`src/rtl/nip_pkg.sv`:
```
// Shared types, constants and helpers for the NEC infrared pulse decoder.
`default_nettype none

package nip_pkg;

  // Field and register widths
  localparam int DUR_W   = 16;
  localparam int REG_W   = 16;
  localparam int CMD_W   = 16;
  localparam int CNT_W   = 6;
  localparam int IDX_W   = 3;
  localparam int NUM_REG = 8;
  localparam int NUM_REF = 6;

  // Register indexes on the configuration port; the first six are pulse references
  localparam logic [IDX_W-1:0] REG_HDR_MARK  = 3'd0;
  localparam logic [IDX_W-1:0] REG_HDR_SPACE = 3'd1;
  localparam logic [IDX_W-1:0] REG_RPT_SPACE = 3'd2;
  localparam logic [IDX_W-1:0] REG_BIT_MARK  = 3'd3;
  localparam logic [IDX_W-1:0] REG_ONE_SPACE = 3'd4;
  localparam logic [IDX_W-1:0] REG_ZERO_SPACE = 3'd5;
  localparam logic [IDX_W-1:0] REG_ABS_TOL   = 3'd6;
  localparam logic [IDX_W-1:0] REG_EXP_ADDR  = 3'd7;

  // Register reset values
  localparam logic [REG_W-1:0] RST_HDR_MARK   = 16'd1699;
  localparam logic [REG_W-1:0] RST_HDR_SPACE  = 16'd833;
  localparam logic [REG_W-1:0] RST_RPT_SPACE  = 16'd411;
  localparam logic [REG_W-1:0] RST_BIT_MARK   = 16'd115;
  localparam logic [REG_W-1:0] RST_ONE_SPACE  = 16'd306;
  localparam logic [REG_W-1:0] RST_ZERO_SPACE = 16'd95;
  localparam logic [REG_W-1:0] RST_ABS_TOL    = 16'd100;
  localparam logic [REG_W-1:0] RST_EXP_ADDR   = 16'hc03f;

  // Bit counts at the address check and at the end of a frame
  localparam logic [CNT_W-1:0] ADDR_BITS  = 6'd16;
  localparam logic [CNT_W-1:0] FRAME_BITS = 6'd32;

  // Default depth of the queue between classifier and state machine
  localparam int QUEUE_DEPTH_DEF = 4;

  // Pulse classification, each flag already qualified by the pulse level
  typedef struct packed {
    logic hdr_mark;
    logic hdr_space;
    logic rpt_space;
    logic bit_mark;
    logic one_space;
    logic zero_space;
  } pulse_class_t;

  // Frame decoder phases, one-hot
  typedef enum logic [3:0] {
    PH_IDLE    = 4'b0001,
    PH_HEADER  = 4'b0010,
    PH_DATA_HI = 4'b0100,
    PH_DATA_LO = 4'b1000
  } phase_t;

  // Absolute difference of two pulse lengths
  function automatic logic [DUR_W-1:0] abs_diff(input logic [DUR_W-1:0] a,
                                                input logic [DUR_W-1:0] b);
    abs_diff = (a >= b) ? (a - b) : (b - a);
  endfunction

  // diff <= tol and diff <= floor(ref/3); the latter is the same as 3*diff <= ref
  function automatic logic pulse_match(input logic [DUR_W-1:0] diff,
                                       input logic [REG_W-1:0] ref_len,
                                       input logic [REG_W-1:0] tol);
    logic [DUR_W+1:0] diff3;
    diff3 = {1'b0, diff, 1'b0} + {2'b00, diff};
    pulse_match = (diff <= tol) && (diff3 <= {2'b00, ref_len});
  endfunction

endpackage

`default_nettype wire

```
`src/rtl/nip_front.sv`:
```
// Front end: configuration registers, pulse length compare and classification.
`default_nettype none

module nip_front import nip_pkg::*; (
  input  wire logic               clk,
  input  wire logic               rst,
  // Pulse stream
  input  wire logic               s_tvalid,
  output logic                    s_tready,
  input  wire logic [DUR_W-1:0]   s_tdata,   // [15:0] duration
  input  wire logic               s_tuser,   // [0] level
  // Configuration writes
  input  wire logic               cfg_we,
  input  wire logic [IDX_W-1:0]   cfg_index,
  input  wire logic [REG_W-1:0]   cfg_data,
  // Classified pulses toward the queue
  output logic                    push_valid,
  input  wire logic               push_ready,
  output pulse_class_t            push_class,
  output logic [REG_W-1:0]        expected_address
);

  logic [REG_W-1:0] cfg_reg [NUM_REG];
  logic             s1_valid;
  logic             s1_level;
  logic [DUR_W-1:0] s1_diff [NUM_REF];
  logic             s1_ready;
  logic [REG_W-1:0] tol;

  // Hold configuration registers; write one per transfer on the port
  always_ff @(posedge clk) begin
    if (rst) begin
      cfg_reg[REG_HDR_MARK]   <= RST_HDR_MARK;
      cfg_reg[REG_HDR_SPACE]  <= RST_HDR_SPACE;
      cfg_reg[REG_RPT_SPACE]  <= RST_RPT_SPACE;
      cfg_reg[REG_BIT_MARK]   <= RST_BIT_MARK;
      cfg_reg[REG_ONE_SPACE]  <= RST_ONE_SPACE;
      cfg_reg[REG_ZERO_SPACE] <= RST_ZERO_SPACE;
      cfg_reg[REG_ABS_TOL]    <= RST_ABS_TOL;
      cfg_reg[REG_EXP_ADDR]   <= RST_EXP_ADDR;
    end else if (cfg_we) begin
      cfg_reg[cfg_index] <= cfg_data;
    end
  end

  assign tol              = cfg_reg[REG_ABS_TOL];
  assign expected_address = cfg_reg[REG_EXP_ADDR];

  // Advance the difference stage when it is empty or its contents move on
  assign s1_ready = !s1_valid || push_ready;
  assign s_tready = s1_ready;

  always_ff @(posedge clk) begin
    if (rst) begin
      s1_valid <= 1'b0;
    end else if (s1_ready) begin
      s1_valid <= s_tvalid;
    end
  end

  // Register the distance of the pulse from every reference
  always_ff @(posedge clk) begin
    if (s1_ready && s_tvalid) begin
      s1_level <= s_tuser;
      for (int i = 0; i < NUM_REF; i++) begin
        s1_diff[i] <= abs_diff(s_tdata, cfg_reg[i]);
      end
    end
  end

  // Classify against tolerance and a third of each reference
  always_comb begin
    push_class.hdr_mark   = s1_level &&
      pulse_match(s1_diff[REG_HDR_MARK], cfg_reg[REG_HDR_MARK], tol);
    push_class.hdr_space  = !s1_level &&
      pulse_match(s1_diff[REG_HDR_SPACE], cfg_reg[REG_HDR_SPACE], tol);
    push_class.rpt_space  = !s1_level &&
      pulse_match(s1_diff[REG_RPT_SPACE], cfg_reg[REG_RPT_SPACE], tol);
    push_class.bit_mark   = s1_level &&
      pulse_match(s1_diff[REG_BIT_MARK], cfg_reg[REG_BIT_MARK], tol);
    push_class.one_space  = !s1_level &&
      pulse_match(s1_diff[REG_ONE_SPACE], cfg_reg[REG_ONE_SPACE], tol);
    push_class.zero_space = !s1_level &&
      pulse_match(s1_diff[REG_ZERO_SPACE], cfg_reg[REG_ZERO_SPACE], tol);
  end

  assign push_valid = s1_valid;

endmodule

`default_nettype wire

```
`src/rtl/nip_queue.sv`:
```
// Short queue of classified pulses between the front end and the frame decoder.
`default_nettype none

module nip_queue import nip_pkg::*; #(
  parameter int DEPTH = QUEUE_DEPTH_DEF
) (
  input  wire logic         clk,
  input  wire logic         rst,
  input  wire logic         push_valid,
  output logic              push_ready,
  input  wire pulse_class_t push_data,
  output logic              pop_valid,
  input  wire logic         pop_ready,
  output pulse_class_t      pop_data
);

  localparam int PTR_W = (DEPTH > 1) ? $clog2(DEPTH) : 1;
  localparam int CNT_QW = $clog2(DEPTH + 1);
  localparam logic [PTR_W-1:0]  LAST_PTR = PTR_W'(DEPTH - 1);
  localparam logic [CNT_QW-1:0] FULL_CNT = CNT_QW'(DEPTH);

  pulse_class_t      mem [DEPTH];
  logic [PTR_W-1:0]  wr_ptr;
  logic [PTR_W-1:0]  rd_ptr;
  logic [CNT_QW-1:0] count;
  logic              do_push;
  logic              do_pop;

  assign push_ready = (count != FULL_CNT);
  assign pop_valid  = (count != '0);
  assign do_push    = push_valid && push_ready;
  assign do_pop     = pop_valid && pop_ready;
  assign pop_data   = mem[rd_ptr];

  // Store entries
  always_ff @(posedge clk) begin
    if (do_push) begin
      mem[wr_ptr] <= push_data;
    end
  end

  // Advance pointers and the fill count
  always_ff @(posedge clk) begin
    if (rst) begin
      wr_ptr <= '0;
      rd_ptr <= '0;
      count  <= '0;
    end else begin
      if (do_push) begin
        wr_ptr <= (wr_ptr == LAST_PTR) ? '0 : wr_ptr + 1'b1;
      end
      if (do_pop) begin
        rd_ptr <= (rd_ptr == LAST_PTR) ? '0 : rd_ptr + 1'b1;
      end
      if (do_push && !do_pop) begin
        count <= count + 1'b1;
      end else if (do_pop && !do_push) begin
        count <= count - 1'b1;
      end
    end
  end

endmodule

`default_nettype wire

```
`src/rtl/nip_back.sv`:
```
// Back end: NEC frame state machine, bit shifter and result register.
`default_nettype none

module nip_back import nip_pkg::*; (
  input  wire logic             clk,
  input  wire logic             rst,
  input  wire logic             pop_valid,
  output logic                  pop_ready,
  input  wire pulse_class_t     pop_class,
  input  wire logic [REG_W-1:0] expected_address,
  // Result stream
  output logic                  m_tvalid,
  input  wire logic             m_tready,
  output logic [CMD_W-1:0]      m_tdata,   // [15:0] command
  output logic                  m_tuser    // [0] is_repeat
);

  phase_t           phase;
  phase_t           phase_next;
  logic [CNT_W-1:0] bit_count;
  logic [CNT_W-1:0] bit_count_next;
  logic [CMD_W-1:0] shift_word;
  logic [CMD_W-1:0] shift_word_next;
  logic [CNT_W-1:0] cnt_inc;
  logic [CMD_W-1:0] shifted;
  logic             emit;
  logic             emit_rpt;
  logic [CMD_W-1:0] emit_cmd;
  logic             do_pop;

  // Take a pulse whenever the result register can take what it may cause
  assign pop_ready = !m_tvalid || m_tready;
  assign do_pop    = pop_valid && pop_ready;

  assign cnt_inc = bit_count + 1'b1;
  assign shifted = {shift_word[CMD_W-2:0], pop_class.one_space};

  // Step the frame decoder for one pulse
  always_comb begin
    phase_next      = phase;
    bit_count_next  = bit_count;
    shift_word_next = shift_word;
    emit            = 1'b0;
    emit_rpt        = 1'b0;
    emit_cmd        = shift_word;
    unique case (phase)
      PH_IDLE: begin
        if (pop_class.hdr_mark) begin
          phase_next = PH_HEADER;
        end else begin
          bit_count_next = '0;
        end
      end
      PH_HEADER: begin
        if (pop_class.rpt_space) begin
          // Repeat frame: re-send whatever the shifter holds
          emit           = 1'b1;
          emit_rpt       = 1'b1;
          phase_next     = PH_IDLE;
          bit_count_next = '0;
        end else if (pop_class.hdr_space) begin
          phase_next      = PH_DATA_HI;
          shift_word_next = '0;
        end else begin
          phase_next     = PH_IDLE;
          bit_count_next = '0;
        end
      end
      PH_DATA_HI: begin
        if (pop_class.bit_mark) begin
          phase_next = PH_DATA_LO;
        end else begin
          phase_next     = PH_IDLE;
          bit_count_next = '0;
        end
      end
      PH_DATA_LO: begin
        if (pop_class.one_space || pop_class.zero_space) begin
          bit_count_next  = cnt_inc;
          shift_word_next = shifted;
          phase_next      = PH_DATA_HI;
          if (cnt_inc == ADDR_BITS) begin
            // Address check: drop the frame or clear for the command half
            if (shifted != expected_address) begin
              phase_next     = PH_IDLE;
              bit_count_next = '0;
            end else begin
              shift_word_next = '0;
            end
          end else if (cnt_inc == FRAME_BITS) begin
            emit           = 1'b1;
            emit_cmd       = shifted;
            phase_next     = PH_IDLE;
            bit_count_next = '0;
          end
        end else begin
          phase_next     = PH_IDLE;
          bit_count_next = '0;
        end
      end
      default: begin
        phase_next     = PH_IDLE;
        bit_count_next = '0;
      end
    endcase
  end

  // Hold decoder state
  always_ff @(posedge clk) begin
    if (rst) begin
      phase      <= PH_IDLE;
      bit_count  <= '0;
      shift_word <= '0;
    end else if (do_pop) begin
      phase      <= phase_next;
      bit_count  <= bit_count_next;
      shift_word <= shift_word_next;
    end
  end

  // Result register: load on a result, drop after the transfer
  always_ff @(posedge clk) begin
    if (rst) begin
      m_tvalid <= 1'b0;
    end else if (do_pop && emit) begin
      m_tvalid <= 1'b1;
    end else if (m_tready) begin
      m_tvalid <= 1'b0;
    end
  end

  always_ff @(posedge clk) begin
    if (do_pop && emit) begin
      m_tdata <= emit_cmd;
      m_tuser <= emit_rpt;
    end
  end

endmodule

`default_nettype wire

```
`src/rtl/nec_ir_pulse_decoder.sv`:
```
// NEC infrared pulse decoder: classifies pulses, decodes frames, emits commands.
// A result passes the compare stage, the queue and the result register onto m_tvalid.
// Throughput: one pulse per cycle; the queue and result register let either side stall.
// The state machine step (one pulse per cycle) and the compare stage set the rate.
// Reset (rst, synchronous): registers take their defaults, decoder idles, queue empties.
`default_nettype none

module nec_ir_pulse_decoder import nip_pkg::*; #(
  parameter int QUEUE_DEPTH = QUEUE_DEPTH_DEF
) (
  input  wire logic             clk,
  input  wire logic             rst,
  // Pulse stream
  input  wire logic             s_tvalid,
  output logic                  s_tready,
  input  wire logic [DUR_W-1:0] s_tdata,   // [15:0] duration
  input  wire logic             s_tuser,   // [0] level
  // Result stream
  output logic                  m_tvalid,
  input  wire logic             m_tready,
  output logic [CMD_W-1:0]      m_tdata,   // [15:0] command
  output logic                  m_tuser,   // [0] is_repeat
  // Configuration writes
  input  wire logic             cfg_we,
  input  wire logic [IDX_W-1:0] cfg_index,
  input  wire logic [REG_W-1:0] cfg_data
);

  logic             push_valid;
  logic             push_ready;
  pulse_class_t     push_class;
  logic             pop_valid;
  logic             pop_ready;
  pulse_class_t     pop_class;
  logic [REG_W-1:0] expected_address;

  nip_front u_front (
    .clk              (clk),
    .rst              (rst),
    .s_tvalid         (s_tvalid),
    .s_tready         (s_tready),
    .s_tdata          (s_tdata),
    .s_tuser          (s_tuser),
    .cfg_we           (cfg_we),
    .cfg_index        (cfg_index),
    .cfg_data         (cfg_data),
    .push_valid       (push_valid),
    .push_ready       (push_ready),
    .push_class       (push_class),
    .expected_address (expected_address)
  );

  nip_queue #(
    .DEPTH (QUEUE_DEPTH)
  ) u_queue (
    .clk        (clk),
    .rst        (rst),
    .push_valid (push_valid),
    .push_ready (push_ready),
    .push_data  (push_class),
    .pop_valid  (pop_valid),
    .pop_ready  (pop_ready),
    .pop_data   (pop_class)
  );

  nip_back u_back (
    .clk              (clk),
    .rst              (rst),
    .pop_valid        (pop_valid),
    .pop_ready        (pop_ready),
    .pop_class        (pop_class),
    .expected_address (expected_address),
    .m_tvalid         (m_tvalid),
    .m_tready         (m_tready),
    .m_tdata          (m_tdata),
    .m_tuser          (m_tuser)
  );

endmodule

`default_nettype wire

```
`config.mk`:
```
export PLATFORM = sky130hd
export DESIGN_NAME = nec_ir_pulse_decoder
export DESIGN_NICKNAME = d
export VERILOG_FILES = /design/src/rtl/nip_pkg.sv /design/src/rtl/nip_front.sv /design/src/rtl/nip_queue.sv /design/src/rtl/nip_back.sv /design/src/rtl/nec_ir_pulse_decoder.sv
export SDC_FILE = /design/constraint.sdc
export NUM_CORES = 1
export LEC_CHECK = 0
export ABC_AREA = 1
export BUFFER_PORTS_ARGS = -buffer_cell sky130_fd_sc_hd__buf_2
export CORE_ASPECT_RATIO = 0.6
export CORE_MARGIN = 3
export CORE_UTILIZATION = 45
export DETAILED_ROUTE_END_ITERATION = 8
export PLACE_DENSITY = 0.69
export SLEW_MARGIN = 20
export SYNTH_ARGS = -nofsm -noshare
export SYNTH_HDL_FRONTEND = slang
export SYNTH_SLANG_ARGS = --single-unit
```
`constraint.sdc`:
```
create_clock -name clk -period 3.4 [get_ports clk]
set_input_delay 0.68 -clock clk [delete_from_list [all_inputs] [get_ports clk]]
set_output_delay 0.68 -clock clk [all_outputs]
set_load 0.005 [all_outputs]
```
==> flow_summary.yaml, run 1 <==
critical_path:
  slowest_stage: "edfxtp_1"
  critPathLaunch: "u_front.s1_diff[2][1]$_DFFE_PP_"
  worstPathCellList: "ha_2, inv_2, fa_2, nand3b_1, nand2_2, nand4_1, o211ai_1, nand2_1, o21ai_2, xor2_1, ha_1, nand2_1, inv_2, nand3_2, nor2_2, nand2_1, nand2_1, nand2_1, nand2_1, nand2_2, nand2_2, nor2_4"
  endpoint_kind: "flop"
  cpPeakStageDelay_ps: 390
  worst-setup-path-type: "flop to flop"
  rrSetupSlack_ps: 130
  path_max_fanout: 4
  cp_common_cell: "nand2_1"
  start_kind: "flop"
  required_ps: 3710
  r2r_start: "u_front.s1_diff[2][1]$_DFFE_PP_"
  worstPathArrival_ps: 3590
global_routing:
  overflow: 0
  grt_max_degree: 49
  grt_usage_pct: 30.0
  grt_pass1_vias: 25074
  antenna_found_initial: 2
  grt_pass1_wl_um: 158000
yosys:
  synth_area_mm2: 0.0303
  ys_types: 56
  syn_area_per_cell_um2: 7.63
  yosys_warnings: 0
  async_flop_share_pct: 0
  synth-main-ff-cell: "edfxtp_1"
  ys_seq_area_share_pct: 28.8
  synth_fp_nets: 4514
  syn_inst: 3973
  synth.ff_latch_count: 303
  synth-edff-count: 266
detailed_routing:
  route.detailed.drc: 0
  vias_per_cell: 5.63
  ant_nets: 0
  post_drt_wl_per_cell_um: 21.6
  first_pass_iters: 6
  drtIter0Drc: 3955
  drt-total-wl_um: 108000
  vias: 28206
placed_design:
  pre_cts_slack_ps: -39.6
  place_hpwl_um: 85000
  io_buffer_count: 59
  gp_congestion: 1.05
timing:
  maxSlewViolCount: 0
  hold_viol_final: 0
  setup_viol: 0
  fmax_mhz: 306
  final.setup_skew_ps: 23.4
  worst_slew_pin_slew_ps: 953
  rsz0062_at_grt: "yes"
  fin_crit_ps: 3270
  maxSlewHeadroom_pct: 36.4
  period_share_pct: 96.3
  worst_slack_ps: 127
  setup_tns_ps: 0
cts:
  root_buffer: "clkbuf_16"
  clock_sinks: 303
  numCtsBuffers: 35
  cts_hold_buffers: 0
  htreeDepth: 2
  clk_pin_slew_worst_paths_ps: 70
  cts_buffer_depth: 3
  tritoncts: "done"
  clk_latency_ps: 570
final_layout:
  diodes: 0
  fin_nets: 4635
  largest_reg_flops: 128
  area_delta_synth_final_pct: 10.7
  final_util_pct: 51.2
  drive_gt1_share_pct: 9.20
power_and_ir_drop:
  ir_drop_v: 0.000424
  leakagePower_nw: 16.3
  pwr_density_cell_mw_per_mm2: 558
die:
  die_x_um: 341
  die_h_um: 207
  num_rows: 72
  start_util_pct: 46.3
  die_area_mm2: 0.0706
  num_io_pins: 60
  core-area_mm2: 0.0655
worst_hold_path:
  hp-start: "s_tuser"
  hold_path_class: "primary input to flop"
status:
  status: "complete, no violations"
job:
  drv_cap: 0
per-stage QoR:
stage	power, mW	hold slack [ps]	instance area (um2)	instances
CTS	18.1	299	33200	4993
detailed placement	14.2	457	32000	4930
finish	18.7	319	33500	5008
global route	20.1	307	33500	5008
floorplan	11.7	441	30300	3973
global placement	14.1	452	32000	4930
worst max-delay path: cells and delay by family (launching register included):
family / cells / cell delay [ps]
AO/OA/AOI/OAI: 2 / 360
XOR/XNOR: 1 / 90
adder cells (fa/ha/maj): 3 / 850
buffers and inverters: 2 / 100
flip-flops: 1 / 390
AND/OR/NAND/NOR: 14 / 1190
path summary, 6_finish.rpt:
| check | end | cells past startpoint |
|---|---|---|
| setup / recovery | u_queue.mem[3][3]$_DFFE_PP_ | 22 |
| hold / removal | u_front.s1_level$_DFFE_PP_ | 1 |
| setup reg to reg | u_queue.mem[3][3]$_DFFE_PP_ | 22 |
| hold reg to reg | u_back.shift_word[15]$_SDFFE_PP0P_ | 2 |
cell usage after synthesis, types with 19 or more instances:
library cell,number,area share [%]
nand4_1,38,0.78
xnor2_1,52,1.5
nand3_1,133,2.2
inv_1,493,6.1
o21ai_0,205,3.4
a21oi_1,383,6.3
fa_1,19,1.3
nor3_1,35,0.58
inv_2,21,0.26
o21bai_1,22,0.55
nand2_1,959,12
edfxtp_1,266,26
a21o_1,35,0.87
buf_2,58,0.96
dfxtp_1,37,2.4
o21ai_1,44,0.73
xor2_1,163,4.7
nor2_1,336,4.2
ha_1,481,20
cells in the final DEF, fill, tap and decap left out, types with 33 or more instances in the layout:
master     netlist  routed
a21o_1          35      35
nand2_1        959     951
inv_1          493     490
ha_1           481     472
xor2_1         163     162
nand3_1        133     126
dfxtp_1         37      37
edfxtp_1       266     266
xnor2_1         52      52
o21ai_0        205     195
clkbuf_16        0      35
a21oi_1        383     376
buf_2           58      59
nor3_1          35      33
buf_4           11     116
o21ai_1         44      47
nand4_1         38      38
nor2_1         336     327
power breakdown:
group	internal, mW	switching [mW]	leakage [nW]	total [mW]
clock network	2.16	1.73	0.551	3.89
logic	3.57	6.10	12.8	9.67
registers	4.61	0.542	2.92	5.15
total	10.3	8.37	16.3	18.7
cell families after synthesis:
kind of cell	share of synthesized area, %
flops	28.8
fa+ha+maj	21.1
mux	0.235
buf+inv	8.09
compound gates	14.2
simple gates	21.3
xor+xnor	6.22
layer usage:
| metal | global-route usage (%) | vias to the layer above | wire (um) |
|---|---|---|---|
| li1 | - | 13477 | - |
| met1 | 45.7 | 12927 | 49400 |
| met2 | 38.8 | 1632 | 38800 |
| met3 | 11.4 | 168 | 17100 |
| met4 | 7.48 | 2 | 2840 |
| met5 | 0.672 | - | 62 |
layout make-up:
class	instances	area, um2
clock buffers	39	901
flip-flops and latches	303	8730
well taps	888	1110
multi-input cells	3059	19400
clock inverters	24	218
inverters	514	1930
fillers	6315	31900
repair buffers	181	1280
repair_timing:
item                                    in CTS  in global routing
pin swaps                                    0                 23
endpoints found under the setup margin       4                 24
buffers inserted                             0                 15
resized for setup                            1                 74
Power figures use the tool's default switching activity.
==> inputs of run 2 (changes only) <==
--- a/config.mk
+++ b/config.mk
@@ -6,13 +6,14 @@
 export NUM_CORES = 1
 export LEC_CHECK = 0
 export ABC_AREA = 1
+export ABC_CLOCK_PERIOD_IN_PS = 3400
 export BUFFER_PORTS_ARGS = -buffer_cell sky130_fd_sc_hd__buf_2
 export CORE_ASPECT_RATIO = 0.6
 export CORE_MARGIN = 3
 export CORE_UTILIZATION = 45
 export DETAILED_ROUTE_END_ITERATION = 8
-export PLACE_DENSITY = 0.69
-export SLEW_MARGIN = 20
+export PLACE_DENSITY_LB_ADDON = 0.25
+export SLEW_MARGIN = 10
 export SYNTH_ARGS = -nofsm -noshare
 export SYNTH_HDL_FRONTEND = slang
 export SYNTH_SLANG_ARGS = --single-unit
==> run 2 against run 1 <==
Wire length down 0.27%. Clock skew up 1.2 ps. First-iteration DRC count down 27%. Clock power up 1%. Combinational power up 1%. Maximum frequency down 0.18%. Clock-buffer cell count up 4. Sequential power down 2%. Cell count up 0.58%. Power up 0.41%. Die area unchanged. Register-to-register slack about the same. Highest routed layer is now met4.
==> flow_summary.yaml, run 2 (synthesis gave the netlist of run 1 again) <==
placed_design:
  placed_area_mm2: 0.0322
  dp_cells: 4948
  io_buffer_count: 59
  pre_cts_slack_ps: -37.1
  gp_congestion: 1.02
  place_hpwl_um: 83900
timing:
  worst_slack_ps: 121
  fin_crit_ps: 3280
  final.setup_skew_ps: 24.6
  setup_tns_ps: 0
  period_share_pct: 96.4
  worst_slew_pin_slew_ps: 1100
  maxSlewViolCount: 0
  setup_viol: 0
  hold_viol_final: 0
  maxSlewHeadroom_pct: 26.7
  rsz0062_at_grt: "yes"
  fmax_mhz: 305
detailed_routing:
  ant_nets: 0
  route.detailed.drc: 0
  first_pass_iters: 6
  drt-total-wl_um: 108000
  post_drt_wl_per_cell_um: 21.4
  vias_per_cell: 5.58
  drtIter0Drc: 2896
  vias: 28096
die:
  start_util_pct: 46.3
  core-area_mm2: 0.0655
  die_x_um: 341
  num_rows: 72
  die_area_mm2: 0.0706
  num_io_pins: 60
  die_h_um: 207
global_routing:
  antenna_found_initial: 1
  grt_usage_pct: 30.1
  grt_use_met3_pct: 9.87
  grt_max_degree: 39
  grt_use_met2_pct: 41.4
  grt_pass1_vias: 25721
  use_met1_pct: 44.0
  overflow: 0
  grt_pass1_wl_um: 158000
  top_usage_layer: "met1"
cts:
  tritoncts: "done"
  cts_hold_buffers: 0
  cts_buffer_depth: 3
  clock_sinks: 303
  root_buffer: "clkbuf_16"
  clk_pin_slew_worst_paths_ps: 60
  numCtsBuffers: 35
  htreeDepth: 2
  clk_latency_ps: 560
final_layout:
  num-fill-cells: 6426
  final_area_mm2: 0.0338
  stdcell_count: 5037
  drive_gt1_share_pct: 10.0
  final_cell_mix: "nand2_1 (950), inv_1 (486), ha_1 (473), a21oi_1 (373), nor2_1 (324)"
  largest_reg_flops: 128
  layout_commonest_cell: "nand2_1"
  area_delta_synth_final_pct: 11.7
  fin_nets: 4665
  final_util_pct: 51.7
critical_path:
  worst-setup-path-type: "flop to flop"
  cpPeakStageDelay_ps: 440
  worstPathArrival_ps: 3660
  slowest_stage: "edfxtp_1"
  cp_common_cell: "nand2_1"
  endpoint_kind: "flop"
  start_kind: "flop"
  path_max_fanout: 4
  required_ps: 3790
  critPathBufInv: 3
  cp_top_family: "simple AND/OR/NAND/NOR gates"
  worstPathCellList: "ha_2, inv_2, fa_2, inv_2, a21oi_2, o21bai_1, nand2_1, nand3_2, nand3_2, nand2_2, xor2_2, ha_4, nand2_2, inv_1, o21ai_1, nand2_1, nor2_2, nand2_1, nand2_1, nand2_1, nand2_2, nand2_2, nor2_4"
  r2r_start: "u_front.s1_diff[3][1]$_DFFE_PP_"
  critPathLaunch: "u_front.s1_diff[3][1]$_DFFE_PP_"
status:
  status: "complete, no violations"
power_and_ir_drop:
  leakagePower_nw: 16.4
  pwr_density_cell_mw_per_mm2: 555
  ir_drop_v: 0.000316
job:
  drv_cap: 0
worst_hold_path:
  hp-start: "s_tuser"
  hold_path_class: "primary input to flop"
run 2: changes by cell type in the layout (fill, tap and decap cells not counted), sizes merged:
| cell | delta |
|---|---|
| clkbuf | +4 |
| clkinv | -2 |
| inv | -5 |
| buf | +30 |
| diode | +3 |
| bufinv | +1 |
| clkinvlp | -2 |
run 2: layout make-up:
cell class                      instances  area [um2]  area share [%]
Sequential cell                       303        8730            25.8
Clock buffer                           43         958            2.83
Timing Repair Buffer                  211        1520            4.48
Multi-Input combinational cell       3059       19400            57.4
Antenna cell                            3        7.51          0.0222
Clock inverter                         16         180           0.532
Tap cell                              888        1110            3.28
Inverter                              514        1930            5.71
run 2: timing repair:
item                                    CTS  global route
pin swaps                                 0            36
endpoints found under the hold margin     0             0
endpoints found under the setup margin   16            24
resized for setup                         4            85
setup buffers                             1            26
run 2: metal layers:
layer	share of wire, %	vias to the layer above
li1	-	13558
met1	47	13111
met4	3.3	0
met2	38	1266
met3	12	161
met5	0	-
run 2: final timing paths:
check,endpoint,slack [ps],cells after the start
worst max-delay path,u_queue.mem[0][2]$_DFFE_PP_,120,23
worst max register to register,u_queue.mem[0][2]$_DFFE_PP_,120,23
worst min register to register,u_back.shift_word[15]$_SDFFE_PP0P_,470,2
worst min-delay path,u_front.s1_level$_DFFE_PP_,320,1
run 2: worst reg2reg max path, delay by kind of cell (launching register included):
| family | cells | cell delay [ps] |
|---|---|---|
| buffers and inverters | 3 | 140 |
| adder cells (fa/ha/maj) | 3 | 830 |
| XOR/XNOR | 1 | 210 |
| flip-flops | 1 | 440 |
| AO/OA/AOI/OAI | 3 | 390 |
| AND/OR/NAND/NOR | 13 | 1110 |
run 2: power by group:
| group | switching, mW | internal, mW |
|---|---|---|
| clock | 1.63 | 2.30 |
| combinational | 6.10 | 3.68 |
| sequential | 0.467 | 4.61 |
run 2: through the flow:
stage,power (mW),hold WS (ps)
after floorplan,11.7,441
after global placement,14.0,452
after detailed placement,14.1,459
after CTS,18.1,309
after global routing,20.3,311
final,18.8,318
